File: src/polyline_to_smooth_bezier_top_assert.svh
// Assertion macros used by the top RTL file of the smoothing block.
`ifndef POLYLINE_TO_SMOOTH_BEZIER_TOP_ASSERT_SVH
`define POLYLINE_TO_SMOOTH_BEZIER_TOP_ASSERT_SVH
`ifndef ASSERT_OFF
// Condition a implies condition c in the same cycle.
`define PBZ_ASSERT_SAME(lbl, clk, rst, a, c) \
   lbl: assert property (@(posedge clk) disable iff (rst) (a) |-> (c)) \
      else $error("same-cycle check failed");
// Condition a implies condition c in the next cycle.
`define PBZ_ASSERT_NEXT(lbl, clk, rst, a, c) \
   lbl: assert property (@(posedge clk) disable iff (rst) (a) |=> (c)) \
      else $error("next-cycle check failed");
`else
`define PBZ_ASSERT_SAME(lbl, clk, rst, a, c)
`define PBZ_ASSERT_NEXT(lbl, clk, rst, a, c)
`endif
`endif

File: src/pbz_front.sv
`default_nettype none
module pbz_front #(
   parameter int W = 24
) (
   input  wire logic                clock,
   input  wire logic                reset,
   input  wire logic                req_push,
   output logic                     req_full,
   input  wire logic signed [W-1:0] req_point_x,
   input  wire logic signed [W-1:0] req_point_y,
   input  wire logic                req_last_point,
   output logic                     job_valid,
   output logic [8*W+2:0]           job_data,
   input  wire logic                job_full
);
   typedef struct packed {
      logic                move;
      logic                closing;
      logic                fin;
      logic signed [W-1:0] x0;
      logic signed [W-1:0] y0;
      logic signed [W-1:0] x1;
      logic signed [W-1:0] y1;
      logic signed [W-1:0] x2;
      logic signed [W-1:0] y2;
      logic signed [W-1:0] x3;
      logic signed [W-1:0] y3;
   } job_type;

   logic signed [W-1:0] wx0_ff, wx1_ff, wx2_ff, wy0_ff, wy1_ff, wy2_ff;
   logic [1:0]          seen_ff, seen_in;
   logic [1:0]          pend_valid_ff, pend_valid_in;
   job_type             pend0_ff, pend1_ff, new0, new1;
   logic                new0_v, new1_v, accept, send;

   assign req_full  = |pend_valid_ff;
   assign accept    = req_push && !req_full;
   assign job_valid = pend_valid_ff[0];
   assign job_data  = pend0_ff;
   assign send      = pend_valid_ff[0] && !job_full;

   // Classify the point and build the jobs it causes, oldest first.
   always_comb begin
      job_type mv, sa, sc;
      mv         = '0;
      mv.move    = 1'b1;
      mv.fin     = req_last_point;
      mv.x2      = req_point_x;
      mv.y2      = req_point_y;
      sa         = '0;
      sa.x0      = (seen_ff == 2'd2) ? wx1_ff : wx2_ff;
      sa.y0      = (seen_ff == 2'd2) ? wy1_ff : wy2_ff;
      sa.x1      = wx1_ff;
      sa.y1      = wy1_ff;
      sa.x2      = wx0_ff;
      sa.y2      = wy0_ff;
      sa.x3      = req_point_x;
      sa.y3      = req_point_y;
      sc         = '0;
      sc.closing = 1'b1;
      sc.fin     = 1'b1;
      sc.x0      = (seen_ff == 2'd1) ? wx0_ff : wx1_ff;
      sc.y0      = (seen_ff == 2'd1) ? wy0_ff : wy1_ff;
      sc.x1      = wx0_ff;
      sc.y1      = wy0_ff;
      sc.x2      = req_point_x;
      sc.y2      = req_point_y;
      sc.x3      = req_point_x;
      sc.y3      = req_point_y;
      new1       = sc;
      new1_v     = 1'b0;
      if (seen_ff == 2'd0) begin
         new0   = mv;
         new0_v = 1'b1;
      end else if (seen_ff == 2'd1) begin
         new0   = sc;
         new0_v = req_last_point;
      end else begin
         new0   = sa;
         new0_v = 1'b1;
         new1_v = req_last_point;
      end
      if (req_last_point) begin
         seen_in = 2'd0;
      end else if (seen_ff != 2'd3) begin
         seen_in = seen_ff + 2'd1;
      end else begin
         seen_in = seen_ff;
      end
   end

   // Pending slots drain into the job queue one beat a cycle while it is not full.
   always_comb begin
      pend_valid_in = pend_valid_ff;
      if (accept) begin
         pend_valid_in = {new1_v, new0_v};
      end else if (send) begin
         pend_valid_in = {1'b0, pend_valid_ff[1]};
      end
   end

   always_ff @(posedge clock) begin
      if (reset) begin
         pend_valid_ff <= '0;
         seen_ff       <= '0;
         wx0_ff        <= '0;
         wx1_ff        <= '0;
         wx2_ff        <= '0;
         wy0_ff        <= '0;
         wy1_ff        <= '0;
         wy2_ff        <= '0;
      end else begin
         pend_valid_ff <= pend_valid_in;
         if (accept) begin
            seen_ff <= seen_in;
            wx2_ff  <= wx1_ff;
            wx1_ff  <= wx0_ff;
            wx0_ff  <= req_point_x;
            wy2_ff  <= wy1_ff;
            wy1_ff  <= wy0_ff;
            wy0_ff  <= req_point_y;
         end
      end
   end

   always_ff @(posedge clock) begin
      if (accept) begin
         pend0_ff <= new0;
         pend1_ff <= new1;
      end else if (send) begin
         pend0_ff <= pend1_ff;
      end
   end
endmodule
`default_nettype wire

File: config.mk
export PLATFORM = sky130hd
export DESIGN_NAME = pbz_front
export DESIGN_NICKNAME = d
export VERILOG_FILES = /design/src/polyline_to_smooth_bezier_top_assert.svh /design/src/pbz_front.sv
export SDC_FILE = /design/constraint.sdc
export NUM_CORES = 1
export LEC_CHECK = 0
export ABC_AREA = 1
export BUFFER_PORTS_ARGS = -buffer_cell sky130_fd_sc_hd__buf_2
export CAP_MARGIN = 40
export CORE_UTILIZATION = 62
export DETAILED_ROUTE_END_ITERATION = 6
export MAX_ROUTING_LAYER = met4
export PLACE_DENSITY = 0.9
export SLEW_MARGIN = 10
export SYNTH_ARGS = -nofsm -noshare
export SYNTH_HDL_FRONTEND = slang
export SYNTH_SLANG_ARGS = --single-unit
File: constraint.sdc
create_clock -name clock -period 27.6 [get_ports clock]
set_clock_uncertainty 0.2 [all_clocks]
set_input_delay 2.76 -clock clock [delete_from_list [all_inputs] [get_ports clock]]
set_output_delay 2.76 -clock clock [all_outputs]
set_load 0.01 [all_outputs]
### Word-level counts from Yosys, hierarchy flattened

Index checks and enable logic that the tools add are counted.
Widths: inputs -> output; s select.

* bits in registers: 487
* bits of input ports: 53
* logic and storage cells: 54

* add/subtract/negate cells: 1
* eq/ne operators: 3
* mux-type cells: 16
* reduce and logical (&&, ||, !) cells: 9

Operators with widths (count)
* $mux 195: 3
* $mux 194: 1
* $mux 24: 4
* $mux 2: 4
* $mux 1: 4
* $reduce_bool 2->1: 2
* $add 2x1->2 const B: 1
* $eq 2x1->1 const B: 1
* $eq 2x2->1 const B: 1
* $logic_and 1x1->1: 2
* $logic_not 1->1: 2
* $logic_not 2->1: 1
* $ne 2x2->1 const B: 1
* $reduce_and 2->1: 1
* $reduce_or 2->1: 1

### Longest topological paths before layout

Gate-level depths: netlist of the first run.

* depth after elaboration: 5
* gate-level depth with buffers: 10
* depth with buffers taken out: 8

### Least setup slack after synthesis of the first run

No wires, ideal clock.

* kind: input port to flip-flop
* start point: input port job_full
* end point: register pend0_ff, in the netlist job_data[0] (enable)
* data arrival time: 16335 ps
* path slack: 10046 ps
* stages: 1
* path buffers: 0
* cells stage by stage: o21ai_0

* longest elaborated chain between the ends: 3

Ends and longest elaborated chain
* from (decl): RTL line pbz_front.sv:14 `input wire logic job_full`
* $logic_not 1->1: RTL line pbz_front.sv:40 `assign send = pend_valid_ff[0] && !job_full;`
* $logic_and 1x1->1: RTL line pbz_front.sv:40
* $reduce_bool 2->1 (no line)
* to (signal assigned): RTL line pbz_front.sv:128 `pend0_ff <= new0;`
* to (signal assigned): RTL line pbz_front.sv:131 `pend0_ff <= pend1_ff;`
* to (decl): RTL line pbz_front.sv:33 `job_type pend0_ff, pend1_ff, new0, new1;`

No other way between the ends.
A chain may end at the register's enable or synchronous reset.

### Worst setup path after layout of the first run

* start point: input port req_push
* end point: register pend0_ff, in the netlist job_data[24] (enable)

* longest elaborated chain between the ends: 2

Ends and longest elaborated chain
* from (decl): RTL line pbz_front.sv:7 `input wire logic req_push,`
* $logic_and 1x1->1: RTL line pbz_front.sv:37 `assign accept = req_push && !req_full;`
* $reduce_bool 2->1 (no line)

No other way between the ends.

==> results of run 1 <==
## how the worst min path moves through the flow
stage	from	to	slack [ns]	cells past startpoint
finish	wx2_ff[2]	wx2_ff[2]	0.28	2
detailed placement	wx2_ff[14]	wx2_ff[14]	0.27	2
global placement	wx2_ff[7]	wx2_ff[7]	0.26	2
floorplan	wx2_ff[0]	wx2_ff[0]	0.26	2
CTS	wx2_ff[14]	wx2_ff[14]	0.29	2
global route	wy2_ff[19]	wy2_ff[19]	0.30	2
## layout by cell type (no fill, tap or decap)
cell       count
dfxtp_1      148
bufinv_16      1
diode_2        3
o21ai_0      203
clkinv_2       8
a21oi_1       51
nand2_4        1
o21ai_1       40
ha_1           1
nand2_1      730
inv_2          3
nor2_1       244
o21ai_4        1
clkinv_1       7
clkbuf_8       3
ha_4           1
edfxtp_1     339
clkbuf_16     49
buf_4         12
nand4_1        2
inv_1        151
nand2_8        1
clkbuf_1      19
buf_12         6
buf_2        249
buf_16         3
ha_2           2
nor2_4         2
nand3_1       50
clkinv_8       1
## where the power goes
| part | switching [mW] | internal, mW | total (mW) | leakage, nW |
|---|---|---|---|---|
| Sequential | 0.0336 | 0.881 | 0.914 | 4.57 |
| Combinational | 0.187 | 0.0826 | 0.270 | 4.68 |
| Clock | 0.261 | 0.344 | 0.605 | 0.704 |
| Total | 0.482 | 1.31 | 1.79 | 9.95 |
## cell usage after synthesis
cell      instances
a21oi_1          51
buf_1             3
buf_2            60
buf_4            11
clkbuf_1         46
clkinv_2          1
dfxtp_1         148
edfxtp_1        339
ha_1              4
inv_1           152
inv_2             2
nand2_1         731
nand2_4           1
nand3_1          50
nand4_1           2
nor2_1          244
nor2_4            2
o21ai_0         204
o21ai_1          40
## final cells by class
| type | instances | area (um2) |
|---|---|---|
| Sequential cell | 487 | 13100 |
| Fill cell | 2063 | 8720 |
| Multi-Input combinational cell | 1329 | 5530 |
| Timing Repair Buffer | 270 | 1540 |
| Clock buffer | 71 | 1340 |
| Inverter | 155 | 594 |
| Tap cell | 402 | 503 |
| Clock inverter | 16 | 96.3 |
| Antenna cell | 3 | 7.51 |
## critical path, stage by stage
cell     delay (ns)
buf_2          0.16
nand2_8        0.41
o21ai_4        0.26
buf_12         0.22
buf_4          0.61
buf_4          0.76
## logic make-up after synthesis
kind of cell,count (synthesis),share of synthesized area [%]
compound gates,295,7.47
fa+ha+maj,4,0.253
buf+inv,275,5.81
flops,487,66.5
simple gates,1030,20.0
## through the flow
step | cell area [um2] | power [mW]
5_1_grt | 22700 | 1.86
3_5_place_dp | 21300 | 1.20
4_1_cts | 22700 | 1.79
2_1_floorplan | 19800 | 1.11
3_3_place_gp | 21100 | 1.17
6_report | 22700 | 1.79
## registers in the layout, summed over array words and instances, names as in the netlist
name	count
pend_valid_ff	2
wx0_ff	24
wx1_ff	24
wx2_ff	24
pend1_ff	144
wy0_ff	24
seen_ff	2
wy1_ff	24
wy2_ff	24
job_data	195
## layer usage
metal  wire, um  vias to the layer above  track usage (%)  share of wire [%]
met3       3830                      126             4.79                8.4
met1      17600                     7025             34.3                 39
met4       1570                        0             12.3                3.5
met5          0                        -                -                  0
li1           -                     7186                -                  -
met2      22400                      794             47.1                 49
==> run summary, run 1 <==
The flow ran to the end, but the final reports show violations. The final reports fail on DRC. The number of synthesized register bits came out at 487. The Yosys step of the flow raised 0 warnings.

The number of buffers inserted during clock tree synthesis is 48. The global-route wire length before repair came out at 72.5 mm. The fraction of layout instances using a drive strength above 1 came out at 14.7%.

The data arrival at the endpoint of the critical path came out at 5.23 ns. The worst slew margin relative to its limit is 44.0%. The initial utilization of the core area, before any placement, comes to 62.8%.

The leakage dissipation came out at 9.95 nW. The remaining antenna violation count came out at 0. The max-slew violation count is 0.

The share of the cycle needed by the critical path after routing is 19.1%. The area share of the leading cell type in the synthesized netlist is 51.5%. The number of antenna violations at the first check in global routing came out at 3. At the end of the flow the core is filled with cells to 72.3%. During I/O placement, the number of pins put on the boundary was 250. The worst setup path is launched from an input port. The clock transition at the registers of the reported paths is 0.06 ns. Setup repair after global routing left no endpoint under its margin.

The biggest area contributor in the post-synthesis netlist is edfxtp_1. The H-tree was split into 2 levels. The placement-stage worst setup slack is 21.70 ns. In this run the core area contains 65 standard-cell rows. The routability congestion estimate came out at 0.791. The worst setup margin came out at 22.33 ns. The endpoint identified for the worst register-to-register timing path is job_data[24]. In this run the worst setup path terminates at job_data[24]. The tightest min-delay check is of the reg -> reg type. The worst register-to-register path has a depth of 6.

The remaining design rule violation count is 13. The highest fanout seen on the critical path came out at 110. The final setup violation count is 0. The horizontal die dimension came out at 181 um.

Detailed placement ended at an HPWL of 26.7 mm. The overall die area is 32600 um2. The accumulated negative setup slack is 0 ns. The number of setup buffers added after CTS is 0. For flop-to-flop paths, the worst setup slack is 24.12 ns. The placeable core area is 31500 um2. The first element of the critical path is req_push. Across the run, the number of max-cap violations was 0. The final instance count without filler cells is 2733. Dividing the synthesized area by the synthesized cell count gives 9.46 um2.

The number of instances resized during post-cts repair came out at 0. Relative to the synthesized area, the layout overhead comes to 15.0%. By area the synthesized netlist is led by edfxtp_1, dfxtp_1, nand2_1. The worst setup path is of the in -> reg kind. The portion of the post-synthesis area used by sequential elements is 66.5%. The net count of the finished layout came out at 2348. After detailed routing, the total wire length is 45.4 mm. STA classifies the critical path endpoint as a register.

Hold is met by 0.282 ns. The required time of the worst setup path is 27.56 ns. The mapped netlist covers 19800 um2. The longest clock path from root to sink contains 3 buffers. For this design, the CTS-stage hold fixing added 0 buffers.

The TritonCTS clock tree is built. The minimum clock period is 5.28 ns. Timing would allow up to 190 MHz.

The overall overflow remaining after global route came out at 0. The iteration-0 DRC count of the detailed router is 1919. The highest ir drop seen on vdd came out at 0.0000536 V. The wire length per cell after detailed routing is 16.6 um. After synthesis, the netlist uses 19 different library cells. The worst register-to-register path begins at pend_valid_ff[1]. Clock latency on the worst-skew pair, taken at its later pin, is 0.54 ns. The synthesized instance count is 2091. Counting tap cells, the placed design contains a total of 2643 instances. The maximum number of pins on one net before global-route repair is 136. The transition time at the pin with the least slew margin is 0.839 ns. For this block, the via count after detailed routing is 15131. The tree is rooted in a clkbuf_16. The count of buffers inserted at the top-level ports is 249. The number of global-route vias before repair is 14796. The length of the first detailed-routing pass in iterations came out at 7. The height of the chip is 181 um.

The total count of hold-check failures in the final report is 0. The total power divided by cell area is 78.6 nW/um2. The synthesized net count is 2148. After detailed routing, the number of vias per cell comes to 5.54.

The sink count of the clock tree came out at 487. The overall routing resource usage is 28.3%.
No activity file was read; power rests on OpenSTA's default activity.
==> inputs of run 2 (changes only) <==
Settings changed: ABC_AREA 1 to 0, CORE_UTILIZATION 62 to 58, PLACE_DENSITY 0.9 to 0.85.
Clock period 27.6 ns to 5.4 ns, I/O delays scaled along.
==> run 2 against run 1 <==
Compared with the run above:
- the flow now finishes without violations
- sequential cell count stayed put
- worst setup slack worse by 20 ns
- via count is 12% lower
- critical path type is now reg -> reg
- critical endpoint is now job_data[94]
==> run summary, run 2 <==
nand2_1 is the most common cell in the netlist. The maximum number of pins on one net before global-route repair is 188 (+38%). The required time of the worst setup path came out at 5.45 ns (-22.11 ns). The highest ir drop seen on vdd is 0.000289 V (+440%).

The achievable frequency is 326 MHz. The critical path in this run is classified as reg -> reg. The length of the first detailed-routing pass in iterations is 5 (-2). The horizontal die dimension came out at 188 um (+4.0%).

The share of the cycle needed by the critical path after routing is 56.9%. The number of flip-flops under the largest register name came to 195 (unchanged). TritonCTS built the clock tree. The summed instance area of the synthesized netlist is 20000 um2 (+1.2%). The final-layout worst hold slack came out at 0.0191 ns (-0.263 ns). The height of the chip is 188 um (+4.0%).

The number of instances resized during post-cts repair is 0 (unchanged). The boundary pin count is 250 (unchanged). The number of buffers inserted during clock tree synthesis is 48 (unchanged). Setup repair after global routing left no endpoint under its margin. The total power divided by cell area came to 375 nW/um2 (+380%). The average cell area after synthesis came out at 11.8 um2 (+25%).

The cell type contributing the most total cell area after synthesis is edfxtp_1. The count of buffers inserted at the top-level ports is 249 (unchanged). The site row count is 67 (+3.1%). The overall routing resource usage is 23.3% (-5.1 points). The synthesis-to-layout area growth is 14.9% (about the same). The worst setup path is launched from a register. The sink count of the clock tree is 487 (unchanged). The count of buffers added by post-CTS timing repair for setup came out at 0 (unchanged). The area of placed instances is 21400 um2 (+0.54%). The remaining antenna violation count came out at 0 (unchanged). The number of synthesized register bits came out at 487 (unchanged). The detail-routed via count per cell came out at 5.60 (+1.1%).

The top cell types in the final layout, fill and taps aside, are nand2_1, edfxtp_1, buf_2, dfxtp_1, a21oi_1. The total count of hold-check failures in the final report is 0 (unchanged). The number of global-route vias before repair was 12808 (-13%). The synthesized instance count came out at 1696 (-19%). The overall overflow remaining after global route came out at 0 (unchanged). The async set or reset register ratio after synthesis was 0% (unchanged). The routability congestion estimate came out at 0.769 (-2.7%). The utilization of the core after routing is 68.2% (-4.0 points). The top flip-flop cell by instance count after synthesis is edfxtp_1. The leakage dissipation is 8.55 nW (-14%). Ranked by total cell area, the synthesized netlist is headed by edfxtp_1, dfxtp_1, nand2_1. The H-tree depth was 2 (unchanged). The portion of the post-synthesis area used by sequential elements came out at 65.7% (-0.78 points). The number of warnings issued by yosys is 0 (unchanged). The detailed placer's ending HPWL came out at 23.9 mm (-11%). The clock transition at the registers of the reported paths is 0.06 ns (about the same). The via total after detailed routing is 13325 (-12%). The finished layout cell area was 23000 um2 (+1.1%). The iteration-0 DRC count of the detailed router came out at 1182 (-38%). The wire length per cell after detailed routing came out at 17.0 um (+2.3%). The number of antenna diodes came out at 0 (-3). The data arrival at the endpoint of the critical path came to 3.12 ns (-2.11 ns). The area share of the leading cell type in the synthesized netlist is 50.9% (-0.60 points). The run finished with clean final reports.

The transition time at the pin with the least slew margin came out at 0.859 ns (+0.0196 ns). The kind of end point of the critical path is a register. The max-slew violation count came out at 0 (unchanged). The highest fanout seen on the critical path came out at 62 (-44%). The maximum clock insertion buffer count was 3 (unchanged). The net count of the finished layout came to 1952 (-17%). The initial standard-cell utilization of the core is 59.4% (-3.5 points). The max-capacitance violation count came out at 0 (unchanged).

The fraction of layout instances using a drive strength above 1 is 23.2% (+8.5 points). The overall die area is 35200 um2 (+8.1%). The final setup violation count is 0 (unchanged).

CTS placed an instance of clkbuf_16 at the clock tree root. In the synthesized netlist, the cells that appear most often are nand2_1, edfxtp_1, dfxtp_1, a21oi_1. The synthesized net count is 1753 (-18%). The final routed wirelength across all metal layers is 40.5 mm (-11%). The placeable core area is 33700 um2 (+7.1%). The worst slew margin relative to its limit is 42.7% (-1.3 points). The remaining design rule violation count is 0 (-13). The tightest min-delay check is of the in -> reg type. The number of enable-type register cells in the synthesized netlist was 339 (unchanged).

The most common library cell in the layout ignoring fill and taps is nand2_1. The global-route wire length before repair is 64.8 mm (-11%). The accumulated negative setup slack came out at 0 ns (unchanged). Subtracting the final worst setup slack from the clock period gives 3.07 ns. The number of antenna violations at the first check in global routing is 0 (-3). The clock insertion delay at the later pin of the skew report is 0.54 ns (about the same).

The number of library cell types mapped by synthesis came out at 27 (+8).
## run 2: changes by cell type after synthesis, moves of 96 or more
| cell | before | now |
|---|---|---|
| mux2i_1 | 0 | 96 |
| nand2_1 | 731 | 529 |
| mux2_2 | 0 | 96 |
| o21ai_0 | 204 | 76 |
| inv_1 | 152 | 2 |
| a21oi_1 | 51 | 147 |
| nor2_1 | 244 | 3 |
## run 2: per-stage QoR
stage	power (mW)	setup WS [ns]	instances
4_1_cts	8.67	2.31	2381
2_1_floorplan	5.10	1.01	1696
6_report	8.61	2.33	2381
5_1_grt	8.91	2.16	2381
3_3_place_gp	5.38	1.77	2287
3_5_place_dp	5.43	2.14	2292
## run 2: what timing repair did
action / in CTS / in global routing
hold buffers: 1 / 0
setup endpoints to repair: 0 / 0
hold endpoints to repair: 1 / 0
## run 2: worst paths after layout
| check | cells past startpoint | start | slack (ns) | endpoint |
|---|---|---|---|---|
| worst min register to register | 2 | wx2_ff[14] | 0.25 | wx2_ff[14] |
| worst min-delay path | 1 | req_point_y[13] | 0.02 | pend1_ff[13] |
| worst max-delay path | 6 | seen_ff[0] | 2.33 | job_data[94] |
| worst max register to register | 6 | seen_ff[0] | 2.33 | job_data[94] |
## run 2: kinds of logic after synthesis
logic type	share of synthesized area [%]
flip-flops	65.7
adder cells (fa/ha/maj)	0.250
multiplexers	10.2
AO/OA/AOI/OAI	8.05
AND/OR/NAND/NOR	12.1
buffers and inverters	3.72
## run 2: worst max-delay path: stages, from the launching register on
cell and delay, ns:
dfxtp_1 0.42, inv_1 0.13, ha_4 0.39, nor2_4 0.46, buf_4 0.73, mux2i_1 0.28, o21ai_0 0.14
## run 2: where the power goes
group          total, mW  internal, mW  switching (mW)  leakage (nW)
clock               3.26          1.92            1.34         0.772
sequential          4.47          4.35           0.124          4.57
combinational      0.882         0.295           0.586          3.21
## run 2: area by class of cell
cell class / count / area, um2
Clock buffer: 71 / 1430
Fill cell: 2357 / 10700
Sequential cell: 487 / 13100
Tap cell: 448 / 561
Multi-Input combinational cell: 1083 / 6180
Clock inverter: 17 / 135
Inverter: 3 / 23.8
Timing Repair Buffer: 272 / 1530
## run 2: routing by layer
layer / up-vias / track usage [%] / wire, um
met5: - / - / 0
met2: 397 / 38.4 / 20200
li1: 6388 / - / -
met4: 0 / 6.00 / 778
met1: 6484 / 30.0 / 17000
met3: 56 / 3.95 / 2470
