File: config.mk
export PLATFORM = sky130hd
export DESIGN_NAME = pbz_queue
export DESIGN_NICKNAME = d
export VERILOG_FILES = /design/src/polyline_to_smooth_bezier_top_assert.svh /design/src/pbz_queue.sv
export SDC_FILE = /design/constraint.sdc
export NUM_CORES = 1
export LEC_CHECK = 0
export ABC_AREA = 1
export BUFFER_PORTS_ARGS = -buffer_cell sky130_fd_sc_hd__buf_2
export CORE_ASPECT_RATIO = 0.9
export CORE_MARGIN = 5
export CORE_UTILIZATION = 53
export CTS_CLUSTER_DIAMETER = 60
export DETAILED_ROUTE_END_ITERATION = 7
export PLACE_DENSITY = 0.91
export SLEW_MARGIN = 10
export SYNTH_ARGS = -nofsm -noshare
export SYNTH_HDL_FRONTEND = slang
export SYNTH_SLANG_ARGS = --single-unit
export TNS_END_PERCENT = 1
File: constraint.sdc
create_clock -name clock -period 2.55 [get_ports clock]
set_input_delay 0 -clock clock [delete_from_list [all_inputs] [get_ports clock]]
set_output_delay 0 -clock clock [all_outputs]
set_load 0.01 [all_outputs]
File: src/polyline_to_smooth_bezier_top_assert.svh
// Assertion macros used by the top RTL file of the smoothing block.
`ifndef POLYLINE_TO_SMOOTH_BEZIER_TOP_ASSERT_SVH
`define POLYLINE_TO_SMOOTH_BEZIER_TOP_ASSERT_SVH
`ifndef ASSERT_OFF
// Condition a implies condition c in the same cycle.
`define PBZ_ASSERT_SAME(lbl, clk, rst, a, c) \
   lbl: assert property (@(posedge clk) disable iff (rst) (a) |-> (c)) \
      else $error("same-cycle check failed");
// Condition a implies condition c in the next cycle.
`define PBZ_ASSERT_NEXT(lbl, clk, rst, a, c) \
   lbl: assert property (@(posedge clk) disable iff (rst) (a) |=> (c)) \
      else $error("next-cycle check failed");
`else
`define PBZ_ASSERT_SAME(lbl, clk, rst, a, c)
`define PBZ_ASSERT_NEXT(lbl, clk, rst, a, c)
`endif
`endif

File: src/pbz_queue.sv
`default_nettype none
module pbz_queue #(
   parameter int DW    = 8,
   parameter int DEPTH = 2
) (
   input  wire logic          clock,
   input  wire logic          reset,
   input  wire logic          push,
   input  wire logic [DW-1:0] din,
   output logic               full,
   input  wire logic          pop,
   output logic [DW-1:0]      dout,
   output logic               empty
);
   localparam int AW = (DEPTH > 1) ? $clog2(DEPTH) : 1;

   logic [DW-1:0] mem_ff [DEPTH];
   logic [AW-1:0] wr_ptr_ff, wr_ptr_in, rd_ptr_ff, rd_ptr_in;
   logic [AW:0]   count_ff, count_in;
   logic          do_push, do_pop;

   assign full    = (count_ff == (AW+1)'(DEPTH));
   assign empty   = (count_ff == '0);
   assign do_push = push && !full;
   assign do_pop  = pop && !empty;
   assign dout    = mem_ff[rd_ptr_ff];

   // Pointer and fill count update, wrapping at the depth.
   always_comb begin
      wr_ptr_in = wr_ptr_ff;
      rd_ptr_in = rd_ptr_ff;
      count_in  = count_ff;
      if (do_push) begin
         wr_ptr_in = (wr_ptr_ff == AW'(DEPTH - 1)) ? '0 : wr_ptr_ff + 1'b1;
      end
      if (do_pop) begin
         rd_ptr_in = (rd_ptr_ff == AW'(DEPTH - 1)) ? '0 : rd_ptr_ff + 1'b1;
      end
      if (do_push && !do_pop) begin
         count_in = count_ff + 1'b1;
      end else if (do_pop && !do_push) begin
         count_in = count_ff - 1'b1;
      end
   end

   always_ff @(posedge clock) begin
      if (reset) begin
         wr_ptr_ff <= '0;
         rd_ptr_ff <= '0;
         count_ff  <= '0;
      end else begin
         wr_ptr_ff <= wr_ptr_in;
         rd_ptr_ff <= rd_ptr_in;
         count_ff  <= count_in;
      end
   end

   // Storage holds payload only.
   always_ff @(posedge clock) begin
      if (do_push) begin
         mem_ff[wr_ptr_ff] <= din;
      end
   end
endmodule
`default_nettype wire

; ---- After elaboration in Yosys (flattened, before gate mapping)
; Memory sizes are Yosys's and may differ from the RTL's. A register that Yosys moved wholly into a read port is not among the register bits.
; Cells that the tools add are included.
[op_classes]
addsub = 4
eq_ne = 1
muxes = 8
n_reduce_logical = 10
[op_table]
columns = operator, count
row1 = $mux 1, 6
row2 = $logic_and 1x1->1, 4
row3 = $logic_not 1->1, 4
row4 = $mux 2, 2
row5 = $add 1x1->1 const B, 2
row6 = $add 2x1->2 const B, 1
row7 = $eq 2x2->1 const B, 1
row8 = $logic_not 2->1, 1
row9 = $reduce_bool 2->1, 1
row10 = $sub 2x1->2 const B, 1
[word_totals]
register_bits = 4
mem_bits_rw = 16
input_bits = 12
output_inout_bits = 10
elab_cells = 27
n_memories = 1
[memory_table]
columns = memory, words, word_bits, read_ports, rd_clocked_by_memory_dff, write_ports, line
row1 = mem_ff, 2, 8, 1, 1, 1, pbz_queue.sv:17  ; logic [DW-1:0] mem_ff [DEPTH];

; ---- Logic depth before layout (Yosys ltp)
; Gate-level depths: netlist of the first run.
[depth]
depth_word = 7
ltp_mapped = 10
depth_no_buf = 10

; ---- Worst setup path before layout of the first run
; Ideal clock, no wire load.
[synth_path]
path_kind = flip-flop to flip-flop
start = register count_ff[0]
end = memory mem_ff[1][0], enable pin
arrival_time_ps = 951
required_time_ps = 2180
path_slack_ps = 1229
path_stages_with_launch = 3
n_path_buf = 0
period_less_slack_ps = 1321
cell_sequence = dfxtp_1 > o21ai_2 > nor2_1
[synth_via]
elab_chain_len = 5
[synth_rtl]
columns = element, line
row1 = "start, declared", pbz_queue.sv:19  ; logic [AW:0] count_ff, count_in;
row2 = "start signal, assigned", pbz_queue.sv:54  ; count_ff <= count_in;
row3 = $eq 2x2->1, pbz_queue.sv:22  ; assign full = (count_ff == (AW+1)'(DEPTH));
row4 = $logic_not 1->1, pbz_queue.sv:24  ; assign do_push = push && !full;
row5 = $logic_and 1x1->1, pbz_queue.sv:24
row6 = $mux 1, pbz_queue.sv:60  ; if (do_push) begin
row7 = $mux 1 (implied by the code), pbz_queue.sv:61  ; mem_ff[wr_ptr_ff] <= din;
row8 = "end, declared", pbz_queue.sv:17
; Every way passes these cells.

; ---- Final worst setup path of the first run
; Ends and elaborated chain as after synthesis.

==> results of run 1 <==
[worst min path at each step]
stage | startpoint | end | cells past startpoint
detailed placement | din[2] | mem_ff[0][2] | 1
finish | push | wr_ptr_ff | 5
global route | pop | rd_ptr_ff | 4
CTS | push | wr_ptr_ff | 5
floorplan | din[0] | mem_ff[0][0] | 0
global placement | din[5] | mem_ff[0][5] | 1
[worst min-delay path: cells and delay by family]
kind	cells	cell delay, ns
buffers and inverters	2	0.14
AO/OA/AOI/OAI	1	0.07
AND/OR/NAND/NOR	2	0.13
[state kept, by name (all words and copies together) (netlist names), named ones only]
name	cells
mem_ff	16
count_ff	2
rd_ptr_ff	1
wr_ptr_ff	1
[cells in the mapped netlist (all sizes together)]
master	count
edfxtp	16
inv	9
nor2	9
mux2	8
dfxtp	5
o21ai	5
nand2	4
a21oi	1
and2	1
buf	1
ha	1
nand3	1
nand4	1
[what timing repair did]
action,4_1_cts,5_1_grt
buffers inserted,0,0
hold buffers,9,0
endpoints found under the hold margin,19,0
[kinds of logic after synthesis]
| kind of cell | share of synthesized area (%) |
|---|---|
| flops | 70.09 |
| simple gates | 8.307 |
| buf+inv | 4.683 |
| compound gates | 4.531 |
| mux | 10.88 |
| fa+ha+maj | 1.510 |
[metrics by stage]
stage | power (uW) | hold slack (ns) | instances | instance area [um^2]
6_report | 920.4 | 0.07563 | 110 | 1065
5_1_grt | 988.4 | 0.1014 | 110 | 1065
3_5_place_dp | 773.8 | 0.1957 | 97 | 947.2
4_1_cts | 934.9 | 0.06959 | 110 | 1065
3_3_place_gp | 760.4 | 0.1914 | 97 | 947.2
2_1_floorplan | 682.5 | 0.09887 | 62 | 828.3
[cell type report]
cell class,instances,area [um^2]
tap,15,18.77
clock buffer,3,22.52
multi-input combinational,31,209.0
sequential,21,580.6
clock inverter,1,5.005
inverter,9,33.78
timing repair buffer,30,195.2
fill,101,399.1
[where the power goes]
part / switching (uW) / total [uW] / internal [uW]
logic: 150 / 289 / 138
registers: 45.6 / 483 / 437
clock network: 90.6 / 149 / 58.4
[routing by layer]
| layer | track usage [%] | routed length, um |
|---|---|---|
| met1 | 13.71 | 582 |
| met2 | 22.08 | 701 |
| met3 | 5.607 | 79 |
| met4 | 3.141 | 0 |
| met5 | 0 | 0 |
==> results.md, run 1 <==
- Wires add up to around 1.4 mm.
- The analysis attributes to cell leakage a power of 0.0004460 uW.
- The die is about 48 um tall.
- The number of remaining DRC errors is 0.
- The category of the worst setup path launch point is a register.
- The largest driver fanout on the critical path is 8.
- Among all stages on the critical path, the largest delay is contributed by nor2_1.
- For the finished layout, the period the worst path requires is between 1.5 and 2 ns.
- The number of clock buffers inserted by TritonCTS is 3.
- After synthesis the netlist holds a flip-flop and latch count of 21.
- In this run the clock root is driven by a clkbuf_4.
- The launching instance or port of the critical path is count_ff[0].
- Of the available clock period, the critical path in the final layout requires about three fifths.
- The count of final setup violators is 0.
- The routed via count is about 530.
- Compared with the post-synthesis result, the final layout area differs by 28.55%.
- The number of distinct library cells after synthesis is 16.
- The endpoint identified for the worst register-to-register timing path is mem_ff[1][0].
- The buffering stage count on the worst path with inverters included is 0.
- Gates resized during post-CTS repair numbered 0.
- The HPWL after detailed placement is 1.022 mm.
- The cell area that synthesis handed to floorplanning was between 800 and 900 um^2.
- Setup repair after global routing left no endpoint under its margin.
- The final core area utilization is ~73%.
- The number of global-route vias before repair is about 530.
- The initial detailed-routing violation count is 9.
- The floorplan die area is roughly 2500 um^2.
- The maximum root-to-sink buffer count is 2.
- The latest clock arrival within the worst-skew pair is roughly 0.29 ns.
- The count of nets left with antenna violations once routing finished came out at 0.
- The worst min-delay path class is in2reg.
- The flow ran to the end, and the final reports show no timing, DRC or antenna violations.
- The net count of the finished layout is between 100 and 150.
- The detail-routed net length per standard cell is 12.39 um.
- The number of instances in the synthesized netlist is just over 60.
- The termination of the worst setup path is mem_ff[1][0].
- The pre-antenna-repair detailed-routing pass consisted of 4 iterations.
- The average instance area after synthesis is between 10 and 15 um^2.
- The family of cells with the greatest summed delay on the critical path is simple AND/OR/NAND/NOR gates.
- The signal on the critical path passes through o21ai_2 -> nor2_1.
- The core region is approximately 1500 um^2.
- The leading cell type in the layout, fill and taps excluded is buf_2.
- Max-cap violations in this run came to 0.
- CTS built an H-tree with a depth of 1.
- The width of the chip is 51.67 um.
- The dominant cell type by area after synthesis is edfxtp_1.
- Routability-driven placement finished with a final weighted congestion of about 0.70.
- The total overflow left after global routing is 0.
- The setup check on the worst reg-to-reg path leaves a slack of about 1 ns.
- For this run, the number of Yosys warnings is 0.
- OpenSTA, run right after detailed placement, puts the worst setup slack at between 1 and 1.5 ns.
- After routing, the total negative slack on setup checks comes to 0 ns.
- The top cell type's share of synthesized area is just under 60%.
- The post-synthesis sequential area ratio is ~70%.
- The critical path in this run is classified as reg2reg.
- The library cells used most frequently in the layout, excluding fill and tap cells, are buf_2 (21), edfxtp_1 (16), nor2_1 (9), dlygate4sd3_1 (9), mux2_2 (8).
- The number of max-slew violations in the final report was 0.
- The required time of the worst setup path is roughly 2.5 ns.
- The net count of the mapped netlist is 75.
- The count of inserted antenna diode cells is 0.
- The signal arrival time at the worst endpoint is 1.48 ns.
- The logic depth of the worst path, buffers included is 2.
- For the pin with the worst max-slew slack, the measured transition is between 0.6 and 0.7 ns.
- The overall fraction of global-route tracks in use is between 10% and 20%.
- The worst setup path is captured at a register.
- The worst path setup slack after routing is between 1 and 1.5 ns.
- Cells with a size suffix above 1 make up between 40% and 50% of the layout.
- In this run the core area contains 13 standard-cell rows.
- In the routed layout, each cell is associated on average with a via count of ~4.9.
- The depth of the most critical reg-to-reg path is 2.
- Power spread over the standard cell area amounts to 864.4 nW/um^2.
- The clock skew is around 0.0033 ns.
- The number of I/O pins is 22.
- The initial antenna violation count is 0.
- Measured against its own limit, the worst slew margin works out to between 50% and 60%.
- The CTS tree is done.
- The CTS sink count is 21.
- The critical register-to-register path startpoint is count_ff[0].
- The wire length of the first global-routing pass is ~2.1 mm.
- The maximum number of pins on one net before global-route repair is 13.
- Clock-pin slew was measured on the worst setup and hold paths at 0.11 ns.
- Sorting the synthesized cells by area gives the leading types as edfxtp_1 (58%), dfxtp_1 (12%), mux2_2 (11%), nor2_1 (4.1%), inv_1 (3.2%).
- The initial core utilization is 56.58%.
- The final hold violation count is 0.
- The maximum vdd ir drop is 609.9 uV.
- Timing would allow up to roughly 650 MHz.
- The largest single stage delay on the critical path is approximately 0.55 ns.
- The count of input and output buffers is 21.
Note: power is estimated with default switching activity, not from simulation.
==> run 2: changes to the inputs <==
- ABC_AREA: 1 -> 0
- CORE_UTILIZATION: 53 -> 48
- PLACE_DENSITY: 0.91 -> 0.85
- clock period: 2.55 -> 1.5 ns (I/O delays scaled with it)
==> results.md, run 2 <==
- The wire length after detailed routing came to 1.332 mm (-2.3%).
- The number of distinct library cells after synthesis came to 13 (-3).
- The number of levels the H-tree was split into is 1 (unchanged).
- The CTS sink count came to 21 (unchanged).
- The run finished with clean final reports.
- The critical path ends at count_ff[1].
- The number of non-filler instances in the completed layout is 110 (unchanged).
- The overall fraction of global-route tracks in use is 11.20% (-1.1 points).
- The cell area after placement was 945.9 um^2 (-0.13%).
- The routed via count came to 503 (-5.8%).
- The share of the synthesized area in compound gates (AO/OA/AOI/OAI) is 3.155% (-1.4 points).
- The initial antenna violation count is 0 (unchanged).
- The depth of the most critical reg-to-reg path was 6 (+4).
- The dominant cell by count in the synthesized netlist is edfxtp_1.
- The share of the synthesized netlist area taken by xor and xnor gates is 3.312% (+3.3 points).
- The number of instances in the synthesized netlist is 50 (-19%).
- The wire length of the first global-routing pass is 2.152 mm (+2.3%).
- The logic depth of the worst path, buffers included is 6 (+4).
- The final cycle utilization of the critical path is 97.79% (+37 points).
- The count of input and output buffers is 21 (unchanged).
- The number of clock buffers inserted by TritonCTS was 3 (unchanged).
- The signal arrival time at the worst endpoint is 1.69 ns (+0.21 ns).
- The slack of the worst reg-to-reg path is 0.03 ns (-0.98 ns).
- By area, the combinational part of the netlist is dominated by multiplexers.
- Leaving out fill and tap cells, the most frequent cell in the layout is buf_2.
- The post-synthesis sequential area ratio is 73.19% (+3.1 points).
- The category of the worst setup path launch point is a register.
- The fmax is 681.7 MHz (+5.1%).
- The initial detailed-routing violation count is 8 (-1).
- The worst path setup slack after routing was 0.03312 ns (-0.9759 ns).
- The endpoint of the worst-slack reg-to-reg timing path is count_ff[1].
- The maximum root-to-sink buffer count is 2 (unchanged).
- The power density relative to cell area came to 1529 nW/um^2 (+77%).
- The commonest cells after synthesis are edfxtp_1 (16), mux2_2 (8), dfxtp_1 (5), nor2_1 (5).
- The register containing the most flip-flops in the final layout is mem_ff.
- The width of the chip was 52.85 um (+2.3%).
- The latest clock arrival within the worst-skew pair is 0.29 ns (about the same).
- The adder and majority gate portion of the synthesized area was 1.577% (+0.067 points).
- After synthesis, the cell types taking the most area are edfxtp_1 (61%), dfxtp_1 (13%), mux2_2 (11%), xor2_1 (3.3%), nor2_1 (2.4%).
- The reported leakage power is 0.0004361 uW (-2.2%).
- The largest registers in the layout are mem_ff (16), count_ff (2).
- The number of flip-flops in the largest register is 16 (unchanged).
- The maximum number of pins on one net before global-route repair came to 13 (unchanged).
- The largest driver fanout on the critical path is 5 (-3).
- The average instance area after synthesis was 15.87 um^2 (+19%).
- The signal on the critical path passes through nor2b_4 -> nor2_2 -> ha_1 -> xor2_1 -> or3_4 -> a21oi_2.
- The capturing element type of the critical path is a register.
- The count of inserted antenna diode cells came to 0 (unchanged).
- The largest total area in the synthesized netlist belongs to edfxtp_1.
- The area of the core is 1629 um^2 (+11%).
- The family of cells with the greatest summed delay on the critical path is simple AND/OR/NAND/NOR gates.
- The fraction of the mapped netlist area in simple logic gates is 5.836% (-2.5 points).
- Among all flip-flop cells after synthesis, the most frequent one is edfxtp_1.
- The number of I/O pins was 22 (unchanged).
- The placer's final routability congestion estimate is 0.6619 (-5.3%).
- From synthesis to final layout, the design area changed by 36.44%.
- The count of flip-flops with a built-in enable after synthesis is 16 (unchanged).
- The worst setup path is of the reg2reg kind.
- The library cells used most frequently in the layout, excluding fill and tap cells, are buf_2 (21), edfxtp_1 (16), dlygate4sd3_1 (9), mux2_2 (8), nor2_1 (4).
- The top cell type's share of synthesized area is 60.57% (+2.6 points).
- The yosys synthesis warning count is 0 (unchanged).
- The count of nets left with antenna violations after detail routing is 0 (unchanged).
- The cell total after placement came to 97 (unchanged).
- The number of remaining DRC errors came to 0 (unchanged).
- The final cell area excluding filler cells is 1082 um^2 (+1.6%).
- The share of flip-flops with an asynchronous set or reset came to 0% (unchanged).
- The number of setup buffers added after CTS is 0 (unchanged).
- The CTS tree is done.
- The net count of the mapped netlist is 63 (-16%).
- The final hold violation count was 0 (unchanged).
- The detail-routed net length per standard cell is 12.11 um (-2.3%).
- The area of the mapped netlist came to 793.3 um^2 (-4.2%).
- The required time of the worst setup path is 1.72 ns (-0.77 ns).
- The fraction of final layout cells with drive strength greater than 1 is 48.84% (+8.8 points).
- The number of register bits inferred by synthesis is 21 (unchanged).
- The leftover overflow at the end of global routing is 0 (unchanged).
- The tree is rooted in a clkbuf_4.
- The largest individual stage delay along the critical path comes from the cell dfxtp_2.
- The placement row count is 14 (+1).
- The clock skew is 0.007240 ns (+0.003978 ns).
- The buffering stage count on the worst path with inverters included was 0 (unchanged).
- The initial core utilization is 48.69% (-7.9 points).
- The count of final setup violators is 0 (unchanged).
- The worst relative slew slack is 74.15% (+21 points).
- The time the worst path needs with I/O delays and setup was 1.467 ns (-0.07412 ns).
- The worst min-delay path class is in2reg.
- The launching instance or port of the critical path is count_ff[1].
- The transition time at the pin with the least slew margin is 0.3877 ns (-0.3109 ns).
- The number of max-capacitance violations reported came to 0 (unchanged).
- The floorplan die area was 2567 um^2 (+4.6%).
- The clock transition at the registers of the reported paths was 0.11 ns (about the same).
- The number of max-slew violations in the final report came to 0 (unchanged).
- The detailed-routing iteration count for the pre-antenna-repair pass came to 4 (unchanged).
- The worst register-to-register path begins at count_ff[1].
- The per-cell via count in the routed design is 4.573 (-5.8%).
- The vertical extent of the die is 48.57 um (+2.2%).
- The number of global-route vias before repair came to 519 (-1.5%).
- The pre-CTS setup slack came to -0.007520 ns (-1.021 ns).
- The maximum single-stage delay on the critical path is 0.37 ns (-0.18 ns).
- Setup repair after global routing could not meet its margin everywhere.
- The number of nets in the layout is 100 (-8.3%).
- The fraction of synthesized area in multiplexers is 11.36% (+0.48 points).
- The final core area utilization came to 66.44% (-6.3 points).
- The maximum vdd ir drop is 1272 uV (+110%).
## run 2: changes by cell type in the layout (fill, tap and decap cells not counted), moves of 2 or more
| cell | before | now |
|---|---|---|
| nor2_1 | 9 | 4 |
| nand2_1 | 4 | 0 |
| dfxtp_2 | 0 | 2 |
| inv_2 | 2 | 0 |
| xor2_1 | 0 | 3 |
| buf_4 | 0 | 3 |
| o21ai_2 | 2 | 0 |
| inv_1 | 7 | 2 |
| dfxtp_1 | 5 | 3 |
## run 2: report_power, final
group	internal, uW	switching, uW
sequential	748	76.9
clock	98.9	154
combinational	314	264
total	1160	494
## run 2: timing repair
item / in CTS / in global routing
endpoints found under the setup margin: 1 / 1
gates resized for setup: 3 / 5
endpoints found under the hold margin: 21 / 0
pin swaps: 0 / 3
hold buffers: 9 / 0
## run 2: how the worst min path moves through the flow
stage,from,end,depth (start not counted)
floorplan,reset,count_ff[1],1
global placement,din[3],mem_ff[0][3],1
detailed placement,din[2],mem_ff[1][2],1
CTS,push,wr_ptr_ff,4
finish,push,wr_ptr_ff,4
global route,push,wr_ptr_ff,4
## run 2: layer usage
metal | wire [um] | up-vias | track usage (%)
met2 | 661 | 17 | 20.04
met1 | 567 | 230 | 12.35
met4 | 9 | 0 | 2.553
met3 | 94 | 2 | 3.988
met5 | 0 | - | 0
li1 | - | 254 | -
## run 2: area by class of cell
cell class              instances  area (um^2)
multi-input cells              26        216.5
clock buffers                   3        22.52
well taps                      24        30.03
inverters                       2        7.507
fillers                       130        546.8
clock inverters                 1        5.005
repair buffers                 33        217.7
flip-flops and latches         21        583.1
## run 2: tightest hold or removal path: cells and delay by family
| family | cells | cell delay [ns] |
|---|---|---|
| AO/OA/AOI/OAI | 2 | 0.23 |
| buffers and inverters | 2 | 0.12 |
## run 2: metrics by stage
stage / setup TNS, ns / hold WS [ns] / total power (uW)
2_1_floorplan: 0 / 0.06907 / 1135
4_1_cts: 0 / 0.09386 / 1631
3_5_place_dp: -0.007520 / 0.1941 / 1341
3_3_place_gp: 0 / 0.1887 / 1318
5_1_grt: -0.04758 / 0.1116 / 1774
6_report: 0 / 0.1036 / 1655
## run 2: cells by family (layout without fill, tap and decap cells)
kind of cell / after synthesis / after routing
buffers and inverters: 3 / 39
DFF: 21 / 21
and+or+nand+nor: 9 / 9
xor gates and xnor gates: 3 / 3
AOI/OAI and AO/OA: 5 / 5
adders and majority gates: 1 / 1
muxes: 8 / 8
==> run 3: changes to the inputs <==
- REMOVE_ABC_BUFFERS: not set -> 1
==> results.md, run 3 (synthesis gave the netlist of run 2 again) <==
- The run finished with clean final reports.
- The time the worst path needs with I/O delays and setup is 1.412 ns (-0.05497 ns).
- The number of I/O pins is 22 (unchanged).
- The placement row count is 14 (unchanged).
- The worst setup path is launched from a register.
- The width of the chip came to 52.85 um (unchanged).
- The count of final setup violators is 0 (unchanged).
- The placer's final routability congestion estimate is 0.6963 (+5.2%).
- The overall fraction of global-route tracks in use is 11.51% (+0.31 points).
- The library cell used most frequently in the layout, excluding fill and tap cells, is buf_2.
- The per-cell via count in the routed design was 4.536 (-0.80%).
- The capturing element type of the critical path is a register.
- The signal arrival time at the worst endpoint is 1.63 ns (-0.06 ns).
- The worst min-delay path class is in2reg.
- The final hold violation count is 0 (unchanged).
- The initial core utilization was 48.69% (unchanged).
- The final cycle utilization of the critical path is 94.13% (-3.7 points).
- The maximum number of pins on one net before global-route repair is 13 (unchanged).
- The final cell area excluding filler cells is 1076 um^2 (-0.58%).
- The clock transition at the registers of the reported paths is 0.12 ns (about the same).
- The leftover overflow at the end of global routing was 0 (unchanged).
- The number of fill cells in the layout is 143 (+10%).
- The number of remaining DRC errors came to 0 (unchanged).
- The maximum single-stage delay on the critical path is 0.37 ns (about the same).
- The count of inserted antenna diode cells is 0 (unchanged).
- The clock skew is 0.01416 ns (+0.006924 ns).
- The number of global-route vias before repair is 518 (-0.19%).
- The count of nets left with antenna violations after detail routing is 0 (unchanged).
- The transition time at the pin with the least slew margin is 0.3849 ns (-0.002860 ns).
- The required time of the worst setup path was 1.72 ns (about the same).
- The CTS sink count is 21 (unchanged).
- The number of clock buffers inserted by TritonCTS was 3 (unchanged).
- The vertical extent of the die was 48.57 um (unchanged).
- The wire length of the first global-routing pass came to 2.221 mm (+3.2%).
- The largest registers in the layout are mem_ff (16), count_ff (2).
- The initial antenna violation count is 0 (unchanged).
- In the layout the commonest cells are buf_2 (21), edfxtp_1 (16), dlygate4sd3_1 (9), mux2_2 (8), nor2_1 (4).
- The number of flip-flops in the largest register is 16 (unchanged).
- The routed via count is 499 (-0.80%).
- The maximum root-to-sink buffer count is 2 (unchanged).
- The number of max-slew violations in the final report is 0 (unchanged).
- The number of levels the H-tree was split into is 1 (unchanged).
- Relative to the synthesized area, the layout overhead comes to 35.65%.
- The slowest stage of the critical path is the dfxtp_2 cell.
- The floorplan die area was 2567 um^2 (unchanged).
- The detailed-routing iteration count for the pre-antenna-repair pass came to 1 (-3).
- The fraction of final layout cells with drive strength greater than 1 is 47.67% (-1.2 points).
- The number of nets in the layout is 100 (unchanged).
- The signal on the critical path passes through o21ai_1 -> ha_2 -> or3_1 -> a21oi_1.
- The initial detailed-routing violation count is 0 (-8).
- The pre-CTS setup slack is -0.01250 ns (-0.004977 ns).
- mem_ff holds more flip-flops than any other register.
- The latest clock arrival within the worst-skew pair is 0.29 ns (about the same).
- The count of input and output buffers is 21 (unchanged).
- The maximum vdd ir drop was 1121 uV (-12%).
- The total half-perimeter wirelength after legalization and detailed placement is ~960 um.
- The reported leakage power is 0.0004338 uW (-0.54%).
- The number of max-capacitance violations reported was 0 (unchanged).
- The detail-routed net length per standard cell is 12.67 um (+4.7%).
- The power density relative to cell area is 1519 nW/um^2 (-0.64%).
- The root buffer cell chosen for the clock tree is clkbuf_4.
- The worst path setup slack after routing is 0.08809 ns (+0.05497 ns).
- Setup repair after global routing left no endpoint under its margin.
- The fmax is 708.3 MHz (+3.9%).
- The wire length after detailed routing is 1.394 mm (+4.7%).
- The area of the core is 1629 um^2 (unchanged).
- TritonCTS built the clock tree.
- The setup path with the least slack is of type reg2reg.
- The cell area after placement is 938.4 um^2 (-0.79%).
- The largest driver fanout on the critical path is 5 (unchanged).
- The worst relative slew slack is 74.34% (+0.19 points).
==> run 3: path summary, 6_finish.rpt <==
path / to / slack, ns / cells past startpoint / startpoint
hold reg to reg: count_ff[1] / 0.50 / 2 / count_ff[1]
setup / recovery: count_ff[1] / 0.09 / 4 / count_ff[0]
hold / removal: wr_ptr_ff / 0.09 / 4 / push
setup reg to reg: count_ff[1] / 0.09 / 4 / count_ff[0]
==> run 3: stage by stage <==
stage	hold slack (ns)	TNS [ns]	std cells	power, uW	util [%]
4_1_cts	0.08126	0	109	1626	65.28
5_1_grt	0.1318	0	110	1745	66.05
6_report	0.08774	0	110	1635	66.05
3_3_place_gp	0.1883	0	96	1304	57.60
2_1_floorplan	0.06907	0	49	1127	-
3_5_place_dp	0.1917	-0.01250	96	1330	57.60
==> run 3: critical path: cells and delay by family, from the launching register on <==
kind                       cells  cell delay (ns)
AOI/OAI and AO/OA              2             0.32
DFF                            1             0.37
and+or+nand+nor                1             0.35
adders and majority gates      1             0.31
==> run 3: where the power goes <==
group | internal, uW | switching [uW] | total, uW
clock | 99.0 | 161 | 260
combinational | 299 | 250 | 549
sequential | 748 | 79.0 | 827
==> run 3: area by class of cell <==
type	count	area (um^2)	share of cell area, %
sequential	21	583.1	54.19
timing repair buffer	33	217.7	20.23
multi-input combinational	26	210.2	19.53
tap	24	30.03	2.791
clock buffer	3	22.52	2.093
inverter	2	7.507	0.6977
clock inverter	1	5.005	0.4651
==> run 3: repair_timing <==
item                                    in CTS  in global routing
hold endpoints to repair                    21                  0
hold buffers                                 9                  0
endpoints found under the setup margin       1                  1
cloned                                       0                  0
pin swaps                                    0                  3
resized for setup                            4                  2
setup buffers                                0                  1
==> run 3: routing by layer <==
metal	GRT usage, %	vias to the layer above	part of all wire [%]
li1	-	254	-
met1	13.12	228	40
met2	21.07	15	52
met3	2.761	2	7.0
met4	2.553	0	0.50
met5	0	-	0
